### src/rtl/prar_pkg.sv
// ---------------------------------------------------------------------------
// prar_pkg - shared types and constants of the private address resolver
// Command word passed from front end to back end, codes, AES S-box.
// ---------------------------------------------------------------------------
package prar_pkg;

    // key table depth; status and count fields are sized for up to 16 keys
    localparam int MAX_KEYS = 16;

    localparam int CFG_IDX_W = 2;
    localparam int CFG_DATA_W = 5;

    localparam logic [CFG_IDX_W-1:0] REG_ENABLE   = 2'd0;
    localparam logic [CFG_IDX_W-1:0] REG_NUM_KEYS = 2'd1;
    localparam logic [CFG_IDX_W-1:0] REG_IRQ_MASK = 2'd2;

    localparam logic [1:0] ENABLE_ON = 2'h3;
    localparam logic [1:0] PRAND_TAG = 2'h1;

    localparam logic [1:0] OUT_LOADED   = 2'd0;
    localparam logic [1:0] OUT_RESOLVED = 2'd1;
    localparam logic [1:0] OUT_NOT_RES  = 2'd2;
    localparam logic [1:0] OUT_IGNORED  = 2'd3;

    localparam logic [1:0] OP_LOAD    = 2'd0;
    localparam logic [1:0] OP_RESOLVE = 2'd1;
    localparam logic [1:0] OP_IGNORE  = 2'd2;
    localparam logic [1:0] OP_NO_TAG  = 2'd3;

    typedef struct packed {
        logic [1:0]  op;
        logic [3:0]  slot;
        logic        half;
        logic [63:0] word;
        logic [23:0] prand;
        logic [23:0] hash;
        logic [4:0]  count;
        logic [2:0]  irq_mask;
    } cmd_t;

    localparam logic [7:0] SBOX [256] = '{
        8'h63,8'h7c,8'h77,8'h7b,8'hf2,8'h6b,8'h6f,8'hc5,8'h30,8'h01,8'h67,8'h2b,8'hfe,8'hd7,8'hab,8'h76,
        8'hca,8'h82,8'hc9,8'h7d,8'hfa,8'h59,8'h47,8'hf0,8'had,8'hd4,8'ha2,8'haf,8'h9c,8'ha4,8'h72,8'hc0,
        8'hb7,8'hfd,8'h93,8'h26,8'h36,8'h3f,8'hf7,8'hcc,8'h34,8'ha5,8'he5,8'hf1,8'h71,8'hd8,8'h31,8'h15,
        8'h04,8'hc7,8'h23,8'hc3,8'h18,8'h96,8'h05,8'h9a,8'h07,8'h12,8'h80,8'he2,8'heb,8'h27,8'hb2,8'h75,
        8'h09,8'h83,8'h2c,8'h1a,8'h1b,8'h6e,8'h5a,8'ha0,8'h52,8'h3b,8'hd6,8'hb3,8'h29,8'he3,8'h2f,8'h84,
        8'h53,8'hd1,8'h00,8'hed,8'h20,8'hfc,8'hb1,8'h5b,8'h6a,8'hcb,8'hbe,8'h39,8'h4a,8'h4c,8'h58,8'hcf,
        8'hd0,8'hef,8'haa,8'hfb,8'h43,8'h4d,8'h33,8'h85,8'h45,8'hf9,8'h02,8'h7f,8'h50,8'h3c,8'h9f,8'ha8,
        8'h51,8'ha3,8'h40,8'h8f,8'h92,8'h9d,8'h38,8'hf5,8'hbc,8'hb6,8'hda,8'h21,8'h10,8'hff,8'hf3,8'hd2,
        8'hcd,8'h0c,8'h13,8'hec,8'h5f,8'h97,8'h44,8'h17,8'hc4,8'ha7,8'h7e,8'h3d,8'h64,8'h5d,8'h19,8'h73,
        8'h60,8'h81,8'h4f,8'hdc,8'h22,8'h2a,8'h90,8'h88,8'h46,8'hee,8'hb8,8'h14,8'hde,8'h5e,8'h0b,8'hdb,
        8'he0,8'h32,8'h3a,8'h0a,8'h49,8'h06,8'h24,8'h5c,8'hc2,8'hd3,8'hac,8'h62,8'h91,8'h95,8'he4,8'h79,
        8'he7,8'hc8,8'h37,8'h6d,8'h8d,8'hd5,8'h4e,8'ha9,8'h6c,8'h56,8'hf4,8'hea,8'h65,8'h7a,8'hae,8'h08,
        8'hba,8'h78,8'h25,8'h2e,8'h1c,8'ha6,8'hb4,8'hc6,8'he8,8'hdd,8'h74,8'h1f,8'h4b,8'hbd,8'h8b,8'h8a,
        8'h70,8'h3e,8'hb5,8'h66,8'h48,8'h03,8'hf6,8'h0e,8'h61,8'h35,8'h57,8'hb9,8'h86,8'hc1,8'h1d,8'h9e,
        8'he1,8'hf8,8'h98,8'h11,8'h69,8'hd9,8'h8e,8'h94,8'h9b,8'h1e,8'h87,8'he9,8'hce,8'h55,8'h28,8'hdf,
        8'h8c,8'ha1,8'h89,8'h0d,8'hbf,8'he6,8'h42,8'h68,8'h41,8'h99,8'h2d,8'h0f,8'hb0,8'h54,8'hbb,8'h16
    };

    function automatic logic [7:0] gf_double(input logic [7:0] x);
        gf_double = {x[6:0], 1'b0} ^ (x[7] ? 8'h1b : 8'h00);
    endfunction

endpackage

### src/rtl/prar_fifo.sv
// ---------------------------------------------------------------------------
// prar_fifo - two-entry command queue
// Decouples the front end from the back end.
// ---------------------------------------------------------------------------
module prar_fifo
    import prar_pkg::*;
(
    input  logic aclk,
    input  logic aresetn,
    input  logic push,
    input  cmd_t push_data,
    output logic full,
    input  logic pop,
    output logic not_empty,
    output cmd_t pop_data
);

    cmd_t       mem_reg [2];
    logic       wr_ptr_reg, wr_ptr_next;
    logic       rd_ptr_reg, rd_ptr_next;
    logic [1:0] cnt_reg, cnt_next;

    assign full      = (cnt_reg == 2'd2);
    assign not_empty = (cnt_reg != 2'd0);
    assign pop_data  = mem_reg[rd_ptr_reg];

    always_comb begin
        wr_ptr_next = wr_ptr_reg ^ push;
        rd_ptr_next = rd_ptr_reg ^ pop;
        cnt_next    = cnt_reg + 2'(push) - 2'(pop);
    end

    always_ff @(posedge aclk) begin
        if (!aresetn) begin
            wr_ptr_reg <= 1'b0;
            rd_ptr_reg <= 1'b0;
            cnt_reg    <= 2'd0;
        end else begin
            wr_ptr_reg <= wr_ptr_next;
            rd_ptr_reg <= rd_ptr_next;
            cnt_reg    <= cnt_next;
        end
    end

    always_ff @(posedge aclk) begin
        if (push) begin
            mem_reg[wr_ptr_reg] <= push_data;
        end
    end

endmodule

### config.mk
export PLATFORM = sky130hd
export DESIGN_NAME = prar_fifo
export DESIGN_NICKNAME = d
export VERILOG_FILES = /design/src/rtl/prar_pkg.sv /design/src/rtl/prar_fifo.sv
export SDC_FILE = /design/constraint.sdc
export NUM_CORES = 1
export LEC_CHECK = 0
export BUFFER_PORTS_ARGS = -buffer_cell sky130_fd_sc_hd__buf_4
export CAP_MARGIN = 5
export CORE_MARGIN = 2
export CORE_UTILIZATION = 27
export CTS_BUF_LIST = sky130_fd_sc_hd__clkbuf_4
export DETAILED_ROUTE_END_ITERATION = 8
export GPL_TIMING_DRIVEN = 0
export PLACE_DENSITY = 0.48
export SETUP_SLACK_MARGIN = 0.02
export SLEW_MARGIN = 20
export SYNTH_ARGS = -nofsm -noshare
export SYNTH_HDL_FRONTEND = slang
export SYNTH_SLANG_ARGS = --single-unit
### constraint.sdc
create_clock -name aclk -period 6.6 [get_ports aclk]
set_input_delay 1.65 -clock aclk [delete_from_list [all_inputs] [get_ports aclk]]
set_output_delay 1.65 -clock aclk [all_outputs]
set_load 0.01 [all_outputs]
==> results.json <==
{
  "status": "complete, no violations",
  "worstPathRequired_ps": 4950,
  "grt_max_degree": 43,
  "h-tree-depth": 3,
  "die_y_microns": 192,
  "p_leak_uw": 0.00497,
  "drv_cap": 0,
  "io_buffer_count": 259,
  "synth-seq-cells": 259,
  "finalCriticalPeriod_ps": 3690,
  "min-delay-start": "rd_ptr_reg",
  "r2r-start": "wr_ptr_reg",
  "period_share_pct": 55.9,
  "cts-root-buf": "clkbuf_4",
  "setup_viol": 0,
  "yosys-top-cells-area": "edfxtp_1 (80%), mux2_2 (11%), mux2_4 (4.7%)",
  "cp.arrival_ps": 2040,
  "drt-total-wl_microns": 20900,
  "hold_violations": 0,
  "dp_slack_ps": 3420,
  "tightest_slew_ps": 447,
  "slew_headroom_pct": 70.2,
  "synthCells": 416,
  "gp_congestion": 0.709,
  "start_util_pct": 27.5,
  "fp-row-count": 68,
  "slew_viol_final": 0,
  "drive_gt1_share_pct": 64.1,
  "dieArea_sq_um": 36700,
  "grt_pass1_vias": 5687,
  "largest_reg_flops": 254,
  "first_iter_violations": 176,
  "routedWlPerCell_microns": 16.6,
  "synth_cell_types": 13,
  "clk_pin_slew_ps": 50,
  "cts-buffers-inserted": 69,
  "yosys_warnings": 0,
  "fin_tns_setup_ps": 0,
  "core_sq_um": 34600,
  "critical_path_class": "reg2out",
  "cp-end-kind": "primary output",
  "hold_buffers": 0,
  "synthesis.nets": 551,
  "drtPass1Iterations": 6,
  "startpoint_type": "flop",
  "rsz0062_at_grt": "false",
  "syn_area_per_cell_sq_um": 22.9,
  "fillers": 3263,
  "fin_ws_ps": 2910,
  "cts_tree": "yes",
  "synthesis.area_sq_um": 9510,
  "antenna_found_initial": 2,
  "ctsResizeCount": 0,
  "globalRoute.totalOverflow": 0,
  "cp_max_fo": 10,
  "grt.total_usage_pct": 11.2,
  "grt_pass1_wl_microns": 30800,
  "synth_top_cell_by_area": "edfxtp_1",
  "cts_setup_buffers": 0,
  "peakVddDrop_uv": 122,
  "finalNetCount": 887,
  "max_freq_mhz": 271,
  "vias": 5160,
  "num_io_pins": 260,
  "fin_area_sq_um": 13000,
  "clk_latency_ps": 710,
  "clkSinkCount": 259,
  "cts_buffer_depth": 3,
  "finClkSkew_ps": 33.8,
  "power_density_nw_per_um2": 294,
  "hp-class": "reg2reg",
  "dpl_cell_area_sq_um": 12200,
  "area_growth_pct": 37.0,
  "via_per_inst": 4.11,
  "final_antenna_net_count": 0,
  "seq_area_frac_synth_pct": 81.3,
  "die_x_microns": 192,
  "hpwlAfterDp_microns": 14200,
  "synth_top_area_share_pct": 80.2,
  "route.detailed.drc": 0
}
-- report_power, final --
part           total, uW  leakage (uW)  internal (uW)  switching, uW
Sequential          1940       0.00243           1920           21.6
Clock               1370      0.000513            743            624
Combinational        515       0.00204            282            233
-- worst max-delay path, cell delays in order (launching register included) --
cell     delay [ps]
dfxtp_1         320
buf_6           170
buf_2           330
mux2_2          380
buf_4           160
-- stage by stage --
step / power (uW) / hold WS, ps / std cells / utilization [%]
6_report: 3820 / 593 / 1255 / 37.6
5_1_grt: 4030 / 624 / 1255 / 37.6
4_1_cts: 3920 / 599 / 1254 / 37.6
3_5_place_dp: 2510 / 586 / 1136 / 35.1
3_3_place_gp: 2500 / 530 / 1130 / 34.7
2_1_floorplan: 2230 / 521 / 416 / -
-- layout by cell type, fill, tap and decap left out, types with 2 or more instances in the layout --
master	instances
edfxtp_1	254
clkinv_1	15
dfxtp_1	5
bufinv_16	2
buf_6	5
buf_12	6
clkbuf_4	95
and2_1	3
clkinv_2	3
inv_1	3
mux2_4	30
nor2b_1	3
ha_4	2
buf_2	9
ha_1	2
buf_4	259
inv_2	3
mux2_2	97
-- path summary, 6_finish.rpt --
kind | end | slack (ps) | cells past startpoint
min reg2reg | rd_ptr_reg | 590 | 2
min | rd_ptr_reg | 590 | 2
max | pop_data[14] | 2910 | 4
max reg2reg | mem_reg[0][80] | 4840 | 4
-- synthesized netlist by cell type --
library cell	number
buf_6	5
ha_1	4
mux2_4	30
nor2b_1	3
and2_1	3
or2_2	1
xor2_1	1
mux2_2	97
inv_1	3
xnor3_1	1
dfxtp_1	5
buf_2	9
edfxtp_1	254
-- kinds of logic after synthesis --
logic type | share of synthesized area (%)
XOR/XNOR | 0.329
adder cells (fa/ha/maj) | 0.526
buffers and inverters | 1.18
flip-flops | 81.3
multiplexers | 16.2
AND/OR/NAND/NOR | 0.461
-- layout make-up --
class	instances	area (sq um)	area share, %
diodes	1	2.50	0.0192
well taps	455	569	4.37
clock buffers	95	713	5.48
flip-flops and latches	259	7730	59.3
plain buffers	14	101	0.778
repair buffers	265	2060	15.9
multi-input cells	140	1690	13.0
inverters	3	11.3	0.0865
clock inverters	23	143	1.10
-- metal layers --
metal | wire, microns | up-vias | GRT usage [%]
met5 | 11 | - | 0
met4 | 582 | 2 | 6.30
met3 | 2050 | 49 | 5.19
met2 | 10200 | 217 | 18.2
met1 | 8060 | 2525 | 12.1
li1 | - | 2367 | -
Note: power is estimated with default switching activity, not from simulation.
